## src/hw/rtl/rrsp_pkg.sv

```systemverilog
// ----------------------------------------------------------------------------
// rrsp_pkg
// Shared types, register codes and constants of the rate-limited stream picker.
// ----------------------------------------------------------------------------
package rrsp_pkg;

    localparam int SLOTS = 4;
    localparam int IDX_W = 2;
    localparam int CNT_W = 3;
    localparam int IV_W = 10;
    localparam int MASK_W = 4;
    localparam int TTL_W = 16;
    localparam int TIME_W = 32;
    localparam int ELAPSED_W = 16;
    localparam int DEG_W = 2;
    localparam int LIM_W = 17;
    localparam int PROD_W = 13;
    localparam int ADDR_W = 5;
    localparam int DATA_W = 32;

    localparam int DEF_STREAMS = 4;
    localparam int DEF_MAX_DEGRADE = 3;

    localparam logic [1:0] OP_FRAME = 2'd0;
    localparam logic [1:0] OP_SCHED = 2'd1;
    localparam logic [1:0] OP_DONE  = 2'd2;

    localparam logic [2:0] REG_ACTIVE = 3'd0;
    localparam logic [2:0] REG_IV0    = 3'd1;
    localparam logic [2:0] REG_IV1    = 3'd2;
    localparam logic [2:0] REG_IV2    = 3'd3;
    localparam logic [2:0] REG_IV3    = 3'd4;
    localparam logic [2:0] REG_PRIO   = 3'd5;
    localparam logic [2:0] REG_DEGEN  = 3'd6;
    localparam logic [2:0] REG_TTL    = 3'd7;

    localparam logic [CNT_W-1:0]  RST_ACTIVE   = 3'd0;
    localparam logic [IV_W-1:0]   RST_INTERVAL = 10'd200;
    localparam logic [MASK_W-1:0] RST_PRIO     = 4'h0;
    localparam logic [MASK_W-1:0] RST_DEGEN    = 4'hF;
    localparam logic [TTL_W-1:0]  RST_TTL      = 16'd350;

    typedef struct packed {
        logic [CNT_W-1:0]             active;
        logic [SLOTS-1:0][IV_W-1:0]   interval;
        logic [MASK_W-1:0]            prio;
        logic [MASK_W-1:0]            degen;
        logic [TTL_W-1:0]             ttl;
    } t_cfg;

    typedef struct packed {
        logic base_zero;
        logic reached;
    } t_gap;

    typedef struct packed {
        logic              granted;
        logic [IDX_W-1:0]  stream;
        logic [TIME_W-1:0] frame;
        logic              clear;
    } t_result;

    function automatic logic [IV_W-1:0] eff_interval(input logic [IV_W-1:0] iv);
        return (iv == '0) ? IV_W'(1) : iv;
    endfunction

endpackage

```

## src/hw/rtl/rrsp_cfg_regs.sv

```systemverilog
// ----------------------------------------------------------------------------
// rrsp_cfg_regs
// APB-style register file holding the scheduling configuration.
// ----------------------------------------------------------------------------
module rrsp_cfg_regs (
    input  logic                        i_clk,
    input  logic                        i_rst_n,
    input  logic                        psel,
    input  logic                        penable,
    input  logic                        pwrite,
    input  logic [rrsp_pkg::ADDR_W-1:0] paddr,
    input  logic [rrsp_pkg::DATA_W-1:0] pwdata,
    output logic [rrsp_pkg::DATA_W-1:0] prdata,
    output logic                        pready,
    output rrsp_pkg::t_cfg              o_cfg,
    output logic                        o_wr
);

    rrsp_pkg::t_cfg r_cfg;
    logic [2:0]     reg_idx;

    assign reg_idx = paddr[4:2];
    assign pready = 1'b1;
    assign o_wr = psel && penable && pwrite;
    assign o_cfg = r_cfg;

    always_ff @(posedge i_clk) begin
        if (!i_rst_n) begin
            r_cfg.active <= rrsp_pkg::RST_ACTIVE;
            for (int i = 0; i < rrsp_pkg::SLOTS; i++) begin
                r_cfg.interval[i] <= rrsp_pkg::RST_INTERVAL;
            end
            r_cfg.prio <= rrsp_pkg::RST_PRIO;
            r_cfg.degen <= rrsp_pkg::RST_DEGEN;
            r_cfg.ttl <= rrsp_pkg::RST_TTL;
        end else if (o_wr) begin
            unique case (reg_idx)
                rrsp_pkg::REG_ACTIVE: r_cfg.active <= pwdata[rrsp_pkg::CNT_W-1:0];
                rrsp_pkg::REG_IV0:    r_cfg.interval[0] <= pwdata[rrsp_pkg::IV_W-1:0];
                rrsp_pkg::REG_IV1:    r_cfg.interval[1] <= pwdata[rrsp_pkg::IV_W-1:0];
                rrsp_pkg::REG_IV2:    r_cfg.interval[2] <= pwdata[rrsp_pkg::IV_W-1:0];
                rrsp_pkg::REG_IV3:    r_cfg.interval[3] <= pwdata[rrsp_pkg::IV_W-1:0];
                rrsp_pkg::REG_PRIO:   r_cfg.prio <= pwdata[rrsp_pkg::MASK_W-1:0];
                rrsp_pkg::REG_DEGEN:  r_cfg.degen <= pwdata[rrsp_pkg::MASK_W-1:0];
                rrsp_pkg::REG_TTL:    r_cfg.ttl <= pwdata[rrsp_pkg::TTL_W-1:0];
                default: ;
            endcase
        end
    end

    always_comb begin
        prdata = '0;
        unique case (reg_idx)
            rrsp_pkg::REG_ACTIVE: prdata = rrsp_pkg::DATA_W'(r_cfg.active);
            rrsp_pkg::REG_IV0:    prdata = rrsp_pkg::DATA_W'(r_cfg.interval[0]);
            rrsp_pkg::REG_IV1:    prdata = rrsp_pkg::DATA_W'(r_cfg.interval[1]);
            rrsp_pkg::REG_IV2:    prdata = rrsp_pkg::DATA_W'(r_cfg.interval[2]);
            rrsp_pkg::REG_IV3:    prdata = rrsp_pkg::DATA_W'(r_cfg.interval[3]);
            rrsp_pkg::REG_PRIO:   prdata = rrsp_pkg::DATA_W'(r_cfg.prio);
            rrsp_pkg::REG_DEGEN:  prdata = rrsp_pkg::DATA_W'(r_cfg.degen);
            rrsp_pkg::REG_TTL:    prdata = rrsp_pkg::DATA_W'(r_cfg.ttl);
            default: prdata = '0;
        endcase
    end

endmodule

```

## src/hw/rtl/rrsp_gap_check.sv

```systemverilog
// ----------------------------------------------------------------------------
// rrsp_gap_check
// Shared time-gap unit: tests whether now minus a stamp, modulo 2^32,
// has reached a limit.
// ----------------------------------------------------------------------------
module rrsp_gap_check (
    input  logic [rrsp_pkg::TIME_W-1:0] i_now,
    input  logic [rrsp_pkg::TIME_W-1:0] i_base,
    input  logic [rrsp_pkg::LIM_W-1:0]  i_limit,
    output rrsp_pkg::t_gap              o_gap
);

    logic [rrsp_pkg::TIME_W-1:0] diff;

    assign diff = i_now - i_base;
    assign o_gap.base_zero = (i_base == '0);
    assign o_gap.reached = (diff >= rrsp_pkg::TIME_W'(i_limit));

endmodule

```

## src/hw/rtl/rate_limited_round_robin_stream_picker_top.sv

```systemverilog
// ----------------------------------------------------------------------------
// rate_limited_round_robin_stream_picker_top
// Round-robin stream picker with per-stream rate limits and a result timeout.
// ----------------------------------------------------------------------------
// Usage: items enter on the input channel (i_in_valid / o_in_stall) and carry
// an opcode: frame arrival, schedule request or analysis completion. Frame
// arrivals and completions update the stream table in the cycle they are
// accepted and give no result. A schedule request checks one stream per
// cycle with the shared gap unit, starting at the round-robin pointer, then
// checks the result timeout once if nothing was granted. The block stalls its
// input while a request is in work. Results leave through an output register
// (o_out_valid / i_out_stall); a request with neither a grant nor an expired
// timeout gives no item. While the receiver stalls, the finished item waits in
// the output register, new frame and completion items are still taken, and a
// following request waits to deliver until the register frees. Reset
// (synchronous, active low) clears the stream table and loads the register
// defaults. Any configuration write clears scheduling progress but keeps the
// latest frame stamps.
// ----------------------------------------------------------------------------
module rate_limited_round_robin_stream_picker_top #(
    parameter int STREAMS = rrsp_pkg::DEF_STREAMS,
    parameter int MAX_DEGRADE = rrsp_pkg::DEF_MAX_DEGRADE
) (
    input  logic                           i_clk,
    input  logic                           i_rst_n,
    input  logic                           psel,
    input  logic                           penable,
    input  logic                           pwrite,
    input  logic [rrsp_pkg::ADDR_W-1:0]    paddr,
    input  logic [rrsp_pkg::DATA_W-1:0]    pwdata,
    output logic [rrsp_pkg::DATA_W-1:0]    prdata,
    output logic                           pready,
    input  logic                           i_in_valid,
    output logic                           o_in_stall,
    input  logic [1:0]                     i_opcode,
    input  logic [rrsp_pkg::IDX_W-1:0]     i_stream_index,
    input  logic [rrsp_pkg::TIME_W-1:0]    i_time_ms,
    input  logic [rrsp_pkg::TIME_W-1:0]    i_frame_stamp_ms,
    input  logic [rrsp_pkg::ELAPSED_W-1:0] i_elapsed_ms,
    input  logic                           i_had_detections,
    output logic                           o_out_valid,
    input  logic                           i_out_stall,
    output logic                           o_granted,
    output logic [rrsp_pkg::IDX_W-1:0]     o_grant_stream,
    output logic [rrsp_pkg::TIME_W-1:0]    o_grant_frame_ms,
    output logic                           o_clear_results
);

    typedef enum logic [1:0] {S_IDLE, S_SCAN, S_TTL, S_DONE} t_state;

    localparam int IDX_W = rrsp_pkg::IDX_W;
    localparam int CNT_W = rrsp_pkg::CNT_W;
    localparam int TIME_W = rrsp_pkg::TIME_W;
    localparam int DEG_W = rrsp_pkg::DEG_W;
    localparam int SLOTS = rrsp_pkg::SLOTS;

    rrsp_pkg::t_cfg    cfg;
    logic              cfg_wr;
    rrsp_pkg::t_gap    gap;
    rrsp_pkg::t_result r_res;
    rrsp_pkg::t_result r_out;

    t_state             r_state;
    logic               r_out_valid;
    logic [TIME_W-1:0]  r_latest [SLOTS];
    logic [TIME_W-1:0]  r_afr [SLOTS];
    logic [TIME_W-1:0]  r_at [SLOTS];
    logic [DEG_W-1:0]   r_deg [SLOTS];
    logic [IDX_W-1:0]   r_next_stream;
    logic [TIME_W-1:0]  r_last_result;
    logic [TIME_W-1:0]  r_now;
    logic [CNT_W-1:0]   r_count;
    logic [IDX_W-1:0]   r_idx;
    logic [IDX_W-1:0]   r_step;

    logic                         acc;
    logic                         out_free;
    logic [CNT_W-1:0]             count;
    logic [rrsp_pkg::IV_W-1:0]    scan_iv;
    logic [rrsp_pkg::IV_W-1:0]    done_iv;
    logic [2:0]                   mult;
    logic [rrsp_pkg::PROD_W-1:0]  prod;
    logic [rrsp_pkg::TTL_W-1:0]   ttl_eff;
    logic [TIME_W-1:0]            chk_base;
    logic [rrsp_pkg::LIM_W-1:0]   chk_limit;
    logic                         frame_ok;
    logic                         qual;
    logic                         expire;
    logic                         last_step;
    logic [IDX_W-1:0]             idx_next;
    logic                         overran;

    rrsp_cfg_regs u_cfg (
        .i_clk   (i_clk),
        .i_rst_n (i_rst_n),
        .psel    (psel),
        .penable (penable),
        .pwrite  (pwrite),
        .paddr   (paddr),
        .pwdata  (pwdata),
        .prdata  (prdata),
        .pready  (pready),
        .o_cfg   (cfg),
        .o_wr    (cfg_wr)
    );

    rrsp_gap_check u_gap (
        .i_now   (r_now),
        .i_base  (chk_base),
        .i_limit (chk_limit),
        .o_gap   (gap)
    );

    assign o_in_stall = (r_state != S_IDLE);
    assign acc = i_in_valid && !o_in_stall;
    assign out_free = !r_out_valid || !i_out_stall;

    assign count = (cfg.active > CNT_W'(STREAMS)) ? CNT_W'(STREAMS) : cfg.active;

    assign scan_iv = rrsp_pkg::eff_interval(cfg.interval[r_idx]);
    assign mult = cfg.prio[r_idx] ? ({1'b0, r_deg[r_idx]} + 3'd1) : 3'd1;
    assign prod = scan_iv * mult;
    assign ttl_eff = (cfg.ttl == '0) ? rrsp_pkg::TTL_W'(1) : cfg.ttl;

    assign chk_base = (r_state == S_TTL) ? r_last_result : r_at[r_idx];
    assign chk_limit = (r_state == S_TTL) ? (rrsp_pkg::LIM_W'(ttl_eff) + rrsp_pkg::LIM_W'(1))
                                          : rrsp_pkg::LIM_W'(prod);

    assign frame_ok = (r_latest[r_idx] != '0) && (r_latest[r_idx] != r_afr[r_idx]);
    assign qual = frame_ok && (gap.base_zero || gap.reached);
    assign expire = !gap.base_zero && gap.reached;
    assign last_step = (r_step == IDX_W'(r_count - CNT_W'(1)));
    assign idx_next = (({1'b0, r_idx} + CNT_W'(1)) == r_count) ? '0 : (r_idx + IDX_W'(1));

    assign done_iv = rrsp_pkg::eff_interval(cfg.interval[i_stream_index]);
    assign overran = i_elapsed_ms > rrsp_pkg::ELAPSED_W'(done_iv);

    assign o_out_valid = r_out_valid;
    assign o_granted = r_out.granted;
    assign o_grant_stream = r_out.stream;
    assign o_grant_frame_ms = r_out.frame;
    assign o_clear_results = r_out.clear;

    always_ff @(posedge i_clk) begin
        if (!i_rst_n) begin
            r_state <= S_IDLE;
            r_out_valid <= 1'b0;
            r_out <= '0;
            r_res <= '0;
            for (int i = 0; i < SLOTS; i++) begin
                r_latest[i] <= '0;
                r_afr[i] <= '0;
                r_at[i] <= '0;
                r_deg[i] <= '0;
            end
            r_next_stream <= '0;
            r_last_result <= '0;
            r_now <= '0;
            r_count <= '0;
            r_idx <= '0;
            r_step <= '0;
        end else begin
            unique case (r_state)
                S_IDLE: begin
                    if (acc) begin
                        unique case (i_opcode)
                            rrsp_pkg::OP_FRAME: begin
                                if ({1'b0, i_stream_index} < CNT_W'(STREAMS)) begin
                                    r_latest[i_stream_index] <= i_time_ms;
                                end
                            end
                            rrsp_pkg::OP_DONE: begin
                                if ({1'b0, i_stream_index} < count) begin
                                    r_afr[i_stream_index] <= i_frame_stamp_ms;
                                    r_at[i_stream_index] <= i_time_ms;
                                    if (cfg.degen[i_stream_index] && cfg.prio[i_stream_index]) begin
                                        if (overran) begin
                                            if (r_deg[i_stream_index] < DEG_W'(MAX_DEGRADE)) begin
                                                r_deg[i_stream_index] <=
                                                    r_deg[i_stream_index] + DEG_W'(1);
                                            end
                                        end else if (r_deg[i_stream_index] != '0) begin
                                            r_deg[i_stream_index] <=
                                                r_deg[i_stream_index] - DEG_W'(1);
                                        end
                                    end
                                end
                                if (i_had_detections) begin
                                    r_last_result <= i_time_ms;
                                end
                            end
                            rrsp_pkg::OP_SCHED: begin
                                r_now <= i_time_ms;
                                r_count <= count;
                                r_idx <= r_next_stream;
                                r_step <= '0;
                                r_state <= (count == '0) ? S_TTL : S_SCAN;
                            end
                            default: ;
                        endcase
                    end
                end
                S_SCAN: begin
                    if (qual) begin
                        r_next_stream <= idx_next;
                        r_res.granted <= 1'b1;
                        r_res.stream <= r_idx;
                        r_res.frame <= r_latest[r_idx];
                        r_res.clear <= 1'b0;
                        r_state <= S_DONE;
                    end else if (last_step) begin
                        r_state <= S_TTL;
                    end else begin
                        r_idx <= idx_next;
                        r_step <= r_step + IDX_W'(1);
                    end
                end
                S_TTL: begin
                    if (expire) begin
                        r_last_result <= '0;
                        r_res.granted <= 1'b0;
                        r_res.stream <= '0;
                        r_res.frame <= '0;
                        r_res.clear <= 1'b1;
                        r_state <= S_DONE;
                    end else begin
                        r_state <= S_IDLE;
                    end
                end
                S_DONE: begin
                    if (out_free) begin
                        r_out <= r_res;
                        r_state <= S_IDLE;
                    end
                end
                default: r_state <= S_IDLE;
            endcase
            if (r_state == S_DONE && out_free) begin
                r_out_valid <= 1'b1;
            end else if (!i_out_stall) begin
                r_out_valid <= 1'b0;
            end
            if (cfg_wr) begin
                for (int i = 0; i < SLOTS; i++) begin
                    r_afr[i] <= '0;
                    r_at[i] <= '0;
                    r_deg[i] <= '0;
                end
                r_next_stream <= '0;
                r_last_result <= '0;
            end
        end
    end

    a_grant_excludes_clear: assert property (@(posedge i_clk) disable iff (!i_rst_n)
        r_out_valid |-> !(r_out.granted && r_out.clear))
        else $error("grant and clear delivered in one item");

    a_grant_in_range: assert property (@(posedge i_clk) disable iff (!i_rst_n)
        (r_out_valid && r_out.granted) |-> ({1'b0, r_out.stream} < CNT_W'(STREAMS)))
        else $error("granted stream out of range");

    a_scan_step_bound: assert property (@(posedge i_clk) disable iff (!i_rst_n)
        (r_state == S_SCAN) |-> (({1'b0, r_step} < r_count) && ({1'b0, r_idx} < r_count)))
        else $error("scan ran past the active stream count");

    a_cfg_clears_progress: assert property (@(posedge i_clk) disable iff (!i_rst_n)
        cfg_wr |=> (r_last_result == '0 && r_next_stream == '0))
        else $error("configuration write did not clear progress");

endmodule
```

## config.mk

```make
export PLATFORM = sky130hd
export DESIGN_NAME = rate_limited_round_robin_stream_picker_top
export DESIGN_NICKNAME = d
export VERILOG_FILES = /design/src/hw/rtl/rrsp_pkg.sv /design/src/hw/rtl/rrsp_cfg_regs.sv /design/src/hw/rtl/rrsp_gap_check.sv /design/src/hw/rtl/rate_limited_round_robin_stream_picker_top.sv
export SDC_FILE = /design/constraint.sdc
export NUM_CORES = 1
export LEC_CHECK = 0
export BUFFER_PORTS_ARGS = -buffer_cell sky130_fd_sc_hd__buf_4
export CORE_MARGIN = 2
export CORE_UTILIZATION = 40
export DETAILED_ROUTE_END_ITERATION = 10
export PLACE_DENSITY = 0.68
export SLEW_MARGIN = 25
export SYNTH_ARGS = -nofsm -noshare
export SYNTH_HDL_FRONTEND = slang
export SYNTH_SLANG_ARGS = --single-unit
```

## constraint.sdc

```tcl
create_clock -name i_clk -period 7.4 [get_ports i_clk]
set_input_delay 0.37 -clock i_clk [delete_from_list [all_inputs] [get_ports i_clk]]
set_output_delay 0.37 -clock i_clk [all_outputs]
set_load 0.01 [all_outputs]
```

==> results of run 1 <==
-- timing repair --
item | CTS | global route
hold buffers | 6 | 0
hold endpoints to repair | 8 | 0
endpoints found under the setup margin | 0 | 18
-- cell families (layout without fill, tap and decap cells) --
group	after synthesis	in the layout	share of synthesized area
compound gates	456	456	0.09710
xor+xnor	73	73	0.02090
fa+ha+maj	83	83	0.03640
buf+inv	253	408	0.03652
flops	609	609	0.5268
mux	198	198	0.1164
other cells	2	20	0.0002455
simple gates	1040	1040	0.1656
-- through the flow --
stage          worst slack, ns    util  hold slack [ns]  instance area, sq um
2_1_floorplan           0.3340       -           0.4284                 30650
3_3_place_gp            0.5197  0.4325           0.4444                 32800
3_5_place_dp            0.4791  0.4326           0.4474                 32800
4_1_cts                 0.4288  0.4613         0.001405                 34980
5_1_grt                0.06557  0.4616          0.01607                 35000
6_report                0.5229  0.4616          0.01854                 35000
-- cells in the final DEF, fill, tap and decap left out, types with 6 or more instances in the layout --
cell           count
xnor2_1           60
nand4_1           36
dlygate4sd3_1      6
ha_1              73
o21ai_0           42
nor4_1            30
inv_1             69
dfxtp_1          215
clkinv_1          11
a2111oi_0          6
a221oi_1          18
a21oi_1          193
or2_2              7
mux2i_1           61
nand2_1          395
xor2_1            13
nand2b_1          11
o21a_1            14
nand3_1           33
clkbuf_16         71
and2_1           278
a22o_1            34
a21o_1            16
mux4_2           125
a211oi_1           6
edfxtp_1         392
mux2_2            12
a31oi_1            8
o21bai_1           6
o211ai_1          51
buf_4            205
o21ai_4            8
and3_1            38
clkbuf_1          24
nor2_1           153
nor2b_1           10
fa_1              10
conb_1            17
nor3_1            25
-- routing by layer --
metal | vias up | GRT usage | wire, microns
met5 | - | 0 | 8
met4 | 2 | 0.07103 | 2876
met3 | 160 | 0.03581 | 7395
met2 | 1077 | 0.3498 | 40340
met1 | 10860 | 0.2977 | 35780
li1 | 10070 | - | -
-- state kept, by name, summed over array words and instances (netlist names), named ones only --
register / count
r_deg: 8
r_step: 2
r_count: 3
u_cfg.o_cfg: 67
r_last_result: 32
r_at: 128
o_granted: 1
o_out_valid: 1
o_grant_frame_ms: 32
o_clear_results: 1
r_state: 2
o_grant_stream: 2
r_next_stream: 2
r_res: 36
r_latest: 128
r_now: 32
r_afr: 128
r_idx: 2
-- area by class of cell --
cell class / instances / area (sq um) / share of cell area
Multi-Input combinational cell: 1867 / 13580 / 0.3880
Inverter: 70 / 265.3 / 0.007578
Antenna cell: 3 / 7.507 / 0.0002145
Clock buffer: 98 / 1908 / 0.05451
Timing Repair Buffer: 216 / 1682 / 0.04804
Clock inverter: 24 / 212.7 / 0.006077
Tap cell: 978 / 1224 / 0.03496
Sequential cell: 609 / 16120 / 0.4606
-- critical path, delay by kind of cell, from the launching register on --
kind                       cells  cell delay, ns
DFF                            1            0.63
muxes                          1            0.39
xor gates and xnor gates       1            0.14
and+or+nand+nor                6            0.74
adders and majority gates      4            1.39
buffers and inverters          3            0.65
AOI/OAI and AO/OA             14            2.83
-- power groups by stage --
stage / clock network [mW] / logic, mW / registers [mW]
floorplan: 0 / 0.462 / 3.84
global placement: 0 / 0.722 / 3.83
detailed placement: 0 / 0.726 / 3.84
CTS: 3.30 / 0.733 / 3.76
global route: 3.42 / 0.803 / 3.77
finish: 3.26 / 0.741 / 3.76
-- worst max path at each step --
stage	from	end	slack (ns)	depth (start not counted)
after CTS	r_idx[0]$_SDFFE_PN0P_	r_res[15]$_SDFFE_PN0P_	0.43	29
after global placement	r_idx[0]$_SDFFE_PN0P_	r_res[15]$_SDFFE_PN0P_	0.52	29
final	r_idx[1]$_SDFFE_PN0P_	r_res[15]$_SDFFE_PN0P_	0.52	29
after floorplan	flip-flop	r_res[33]$_SDFFE_PN0P_	0.33	33
after detailed placement	r_idx[0]$_SDFFE_PN0P_	r_res[15]$_SDFFE_PN0P_	0.48	29
after global routing	r_idx[0]$_SDFFE_PN0P_	r_res[32]$_SDFFE_PN0P_	0.07	29
==> results.md, run 1 <==
* Power Internal at 5.841 mW
* Clk_lat worst skew at 0.63 ns
* Full die area at 78710 sq um
* Initial antenna violation count at 2
* Most used DFF post-synth: edfxtp_1
* Count leader, synth: nand2_1
* Final setup TNS at 0 ns
* Clock skew at 0.02630 ns
* Vias in the first global route at 21.29k
* Drt pass-1 iters at 6
* RSZ-0062 raised after global routing: no
* Gate Count Post-Synth at 2714
* Clk pin slew, worst setup/hold paths at 0.06 ns
* Rel. slew slack at 0.3808
* Worst min-delay path startpoint: pwdata[12]
* R2R cell count at 29
* CP max stage cell: dfxtp_1
* Total clock buffers created by CTS at 68
* Clk buf depth at 3
* Measured slew at the worst slew-check pin at 0.9288 ns
* Reg2reg end: r_res[15]$_SDFFE_PN0P_
* Routability congestion estimate at 0.9127
* Req. time, crit path at 7.95 ns
* Nets at 3044
* Sequential area share after synthesis at 0.5268
* I/O pins at 200
* Final worst path period need at 6.877 ns
* Hold path endpoint: u_cfg.o_cfg[12]$_SDFFE_PN0P_
* Yosys reg bits at 609
* Switching power at 1.924 mW
* FF-to-FF setup slack at 0.52 ns
* WL per Instance at 22.35 microns
* First-pass GRT wire length at 130200 microns
* Rows at 101
* Hold crit path type: input port to flip-flop
* Synth top cells by count: nand2_1 (395), edfxtp_1 (392), and2_1 (278), dfxtp_1 (217), a21oi_1 (194)
* Filler instances at 6857
* TritonCTS clock tree: yes
* HPWL after DPL at 56810 microns
* Hold path cells at 3
* Flop pwr share at 0.485
* Antenna Nets Post-Route at 0
* Syn avg cell area at 11.27 sq um
* Layout cell share with drive strength beyond 1 at 0.1654
* P per Cell Area at 221.8 nW/um^2
* EDFF count, synth at 392
* Placed insts at 3734
* Largest net degree at the start of global routing at 97
* Clock root cell: clkbuf_16
* CP Capture Type: flip-flop
* Post-synth top area share at 0.3848
* Iter 0 DRT Violations at 2596
* Number of distinct library cells after synthesis at 75
* Area Overhead vs Synth at 14.42%
* Final setup fails at 0
* Synth area leaders: edfxtp_1 (38%), dfxtp_1 (14%), mux4_2 (9.2%)
* Final Hold Vio Count at 0
* Fin cells at 3865
* Die W at 280.6 microns
* Post-CTS sizing at 0
* Post-Synthesis Cell Area at 30590 sq um
* Logic pwr share at 0.095
* DRC viols at 0
* I/O Buffers at 164
* Leading area contributor after synthesis: edfxtp_1
* Die H at 280.6 microns
* Ys async rst share at 0
* Post-Route WL at 86400 microns
* R2R Path Start: r_idx[1]$_SDFFE_PN0P_
* Clock share of power at 0.420
* Vias/cell at 5.736
* H-tree depth at 3
* Fmax at 0.1454 GHz
* P_leak at 13.23 nW
* Via count at 22.17k
* Tcrit/Tclk final at 0.9293
* Crit-path max cell delay at 0.63 ns
* Max FO, Critical Path at 34
* CP arrival at 7.43 ns
* Core footprint at 75820 sq um
* Initial core utilization at 0.4035
* Clock sink count at 609
* Switch share at 0.2477
* Grt ovf at 0
* Yosys warnings at 0
* Final Power at 7.765 mW
* Critical Path Source Type: flip-flop
* Final Max Tran Viols at 0
* Post-CTS Repair Setup Buffers at 0
* Max cap viols at 0
* Gr usage total at 0.2168
* Status: finished clean
* Max VDD drop at 173.6 uV
* CP Class: flip-flop to flip-flop
No activity file was read; power rests on OpenSTA's default activity.
==> inputs of run 2 (changes only) <==
RECOVER_POWER = 25   (was unset)
==> results.md, run 2 (synthesis results as in run 1) <==
* Status: complete, but fails checks (was finished clean)
* Failing checks: capacitance limit, slew limit
* Antenna Nets Post-Route at 0 (unchanged)
* Layout cell share with drive strength beyond 1 at 0.1425 (was 0.1654)
* Die W at 280.6 microns (unchanged)
* Post-Route WL at 86300 microns (was 86400 microns)
* Iter 0 DRT Violations at 2728 (was 2596)
* Switching power at 1.923 mW (was 1.924 mW)
* Area Overhead vs Synth at 13.53% (was 14.42%)
* Routability congestion estimate at 0.9127 (unchanged)
* Switch share at 0.2478 (was 0.2477)
* First-pass GRT wire length at 130200 microns (unchanged)
* DRC viols at 0 (unchanged)
* Most common cell after layout, fill and taps aside: nand2_1 (unchanged)
* Via count at 22.14k (was 22.17k)
* Final setup fails at 0 (unchanged)
* TritonCTS clock tree: yes (unchanged)
* Final worst path period need at 6.925 ns (was 6.877 ns)
* Clock skew at 0.02749 ns (was 0.02630 ns)
* Fmax at 0.1444 GHz (was 0.1454 GHz)
* Clk_lat worst skew at 0.63 ns (about the same)
* CP Capture Type: flip-flop (unchanged)
* Fin cells at 3864 (was 3865)
* I/O pins at 200 (unchanged)
* Rows at 101 (unchanged)
* HPWL after DPL at 56810 microns (unchanged)
* Most frequent cells in the layout: nand2_1 (395), edfxtp_1 (392), and2_1 (269) (was nand2_1 (395), edfxtp_1 (392), and2_1 (278))
* Placed insts at 3734 (unchanged)
* Measured slew at the worst slew-check pin at 2.868 ns (was 0.9288 ns)
* Clk pin slew, worst setup/hold paths at 0.06 ns (about the same)
* Area of the multi-input gates at 13550 sq um (was 13580 sq um)
* Clock root cell: clkbuf_16 (unchanged)
* Post-CTS Repair Setup Buffers at 0 (unchanged)
* Clock share of power at 0.420 (about the same)
* Gr usage total at 0.2168 (unchanged)
* Initial antenna violation count at 2 (unchanged)
* Critical Path Source Type: flip-flop (unchanged)
* Reg2reg end: r_res[15]$_SDFFE_PN0P_ (unchanged)
* Power Internal at 5.838 mW (was 5.841 mW)
* Worst min-delay path startpoint: pwdata[12] (unchanged)
* Post-CTS sizing at 0 (unchanged)
* P per Cell Area at 223.5 nW/um^2 (was 221.8 nW/um^2)
* Full die area at 78710 sq um (unchanged)
* R2R Path Start: r_idx[1]$_SDFFE_PN0P_ (unchanged)
* WL per Instance at 22.33 microns (was 22.35 microns)
* Max VDD drop at 173.5 uV (was 173.6 uV)
* Crit-path max cell delay at 0.63 ns (about the same)
* CP Class: flip-flop to flip-flop (unchanged)
* Vias in the first global route at 21.29k (unchanged)
* FF-to-FF setup slack at 0.47 ns (was 0.52 ns)
* Largest net degree at the start of global routing at 97 (unchanged)
* P_leak at 12.96 nW (was 13.23 nW)
* Final setup TNS at 0 ns (unchanged)
* Clk buf depth at 3 (unchanged)
* CP max stage cell: dfxtp_1 (unchanged)
* Register Area at 16120 sq um (unchanged)
* Drt pass-1 iters at 8 (was 6)
* Core footprint at 75820 sq um (unchanged)
* Die H at 280.6 microns (unchanged)
* R2R cell count at 29 (unchanged)
* Tcrit/Tclk final at 0.9359 (was 0.9293)
* Hold path cells at 3 (unchanged)
* Max cap viols at 7 (was 0)
* Max FO, Critical Path at 34 (unchanged)
* Req. time, crit path at 7.96 ns (was 7.95 ns)
* Clock sink count at 609 (unchanged)
* Final Max Tran Viols at 329 (was 0)
* Initial core utilization at 0.4035 (unchanged)
* Hold crit path type: input port to flip-flop (unchanged)
* H-tree depth at 3 (unchanged)
* RSZ-0062 raised after global routing: no (unchanged)
* I/O Buffers at 164 (unchanged)
* Vias/cell at 5.730 (was 5.736)
* Nets at 3044 (unchanged)
* Rel. slew slack at -0.9227 (was 0.3808)
* Flop pwr share at 0.485 (about the same)
* CP arrival at 7.48 ns (was 7.43 ns)
* Grt ovf at 0 (unchanged)
* Final Power at 7.761 mW (was 7.765 mW)
* Final Hold Vio Count at 0 (unchanged)
* Top Registers: r_afr: 128 flops, r_at: 128 flops, r_latest: 128 flops (unchanged)
* Filler instances at 6942 (was 6857)
* Logic pwr share at 0.095 (about the same)
* Hold path endpoint: u_cfg.o_cfg[12]$_SDFFE_PN0P_ (unchanged)
* Total clock buffers created by CTS at 68 (unchanged)
* Fin util at 0.4581 (was 0.4616)
-- run 2: what timing repair did --
action | CTS | global route
hold buffers | 6 | 0
setup endpoints to repair | 0 | 18
endpoints found under the hold margin | 8 | 0
-- run 2: area by class of cell --
class | count | share of cell area
Antenna cell | 2 | 0.0001441
Clock buffer | 98 | 0.05494
Clock inverter | 24 | 0.006124
Inverter | 70 | 0.007601
Multi-Input combinational cell | 1867 | 0.3901
Sequential cell | 609 | 0.4642
Tap cell | 978 | 0.03523
Timing Repair Buffer | 216 | 0.04165
-- run 2: worst max-delay path by stage --
stage,startpoint,to,slack (ns)
after detailed placement,r_idx[0]$_SDFFE_PN0P_,r_res[15]$_SDFFE_PN0P_,0.48
after global placement,r_idx[0]$_SDFFE_PN0P_,r_res[15]$_SDFFE_PN0P_,0.52
final,r_idx[1]$_SDFFE_PN0P_,r_res[15]$_SDFFE_PN0P_,0.47
after floorplan,flip-flop,r_res[33]$_SDFFE_PN0P_,0.33
after CTS,r_idx[0]$_SDFFE_PN0P_,r_res[15]$_SDFFE_PN0P_,0.43
after global routing,r_idx[0]$_SDFFE_PN0P_,r_res[32]$_SDFFE_PN0P_,0.05
-- run 2: layer usage --
layer  global-route usage  part of all wire
met1               0.2977              0.41
met2               0.3498              0.47
met5                    0          0.000093
met3              0.03581             0.088
met4              0.07103             0.034
-- run 2: worst max-delay path, delay by kind of cell, from the launching register on --
| kind | cells | cell delay, ns |
|---|---|---|
| buffers and inverters | 3 | 0.68 |
| xor gates and xnor gates | 1 | 0.14 |
| muxes | 1 | 0.39 |
| DFF | 1 | 0.63 |
| AOI/OAI and AO/OA | 14 | 2.84 |
| and+or+nand+nor | 6 | 0.75 |
| adders and majority gates | 4 | 1.41 |
-- run 2: power groups by stage --
stage          Combinational (mW)  Sequential (mW)  Clock (mW)
2_1_floorplan               0.462             3.84           0
3_3_place_gp                0.722             3.83           0
3_5_place_dp                0.726             3.84           0
4_1_cts                     0.733             3.76        3.30
5_1_grt                     0.797             3.78        3.42
6_report                    0.735             3.77        3.26
-- run 2: through the flow --
step           cell area (sq um)  setup slack [ns]  hold WS (ns)
3_3_place_gp               32800            0.5197        0.4444
5_1_grt                    34730           0.05053       0.01607
6_report                   34730            0.4746       0.02249
3_5_place_dp               32800            0.4791        0.4474
4_1_cts                    34980            0.4288      0.001405
2_1_floorplan              30650            0.3340        0.4284
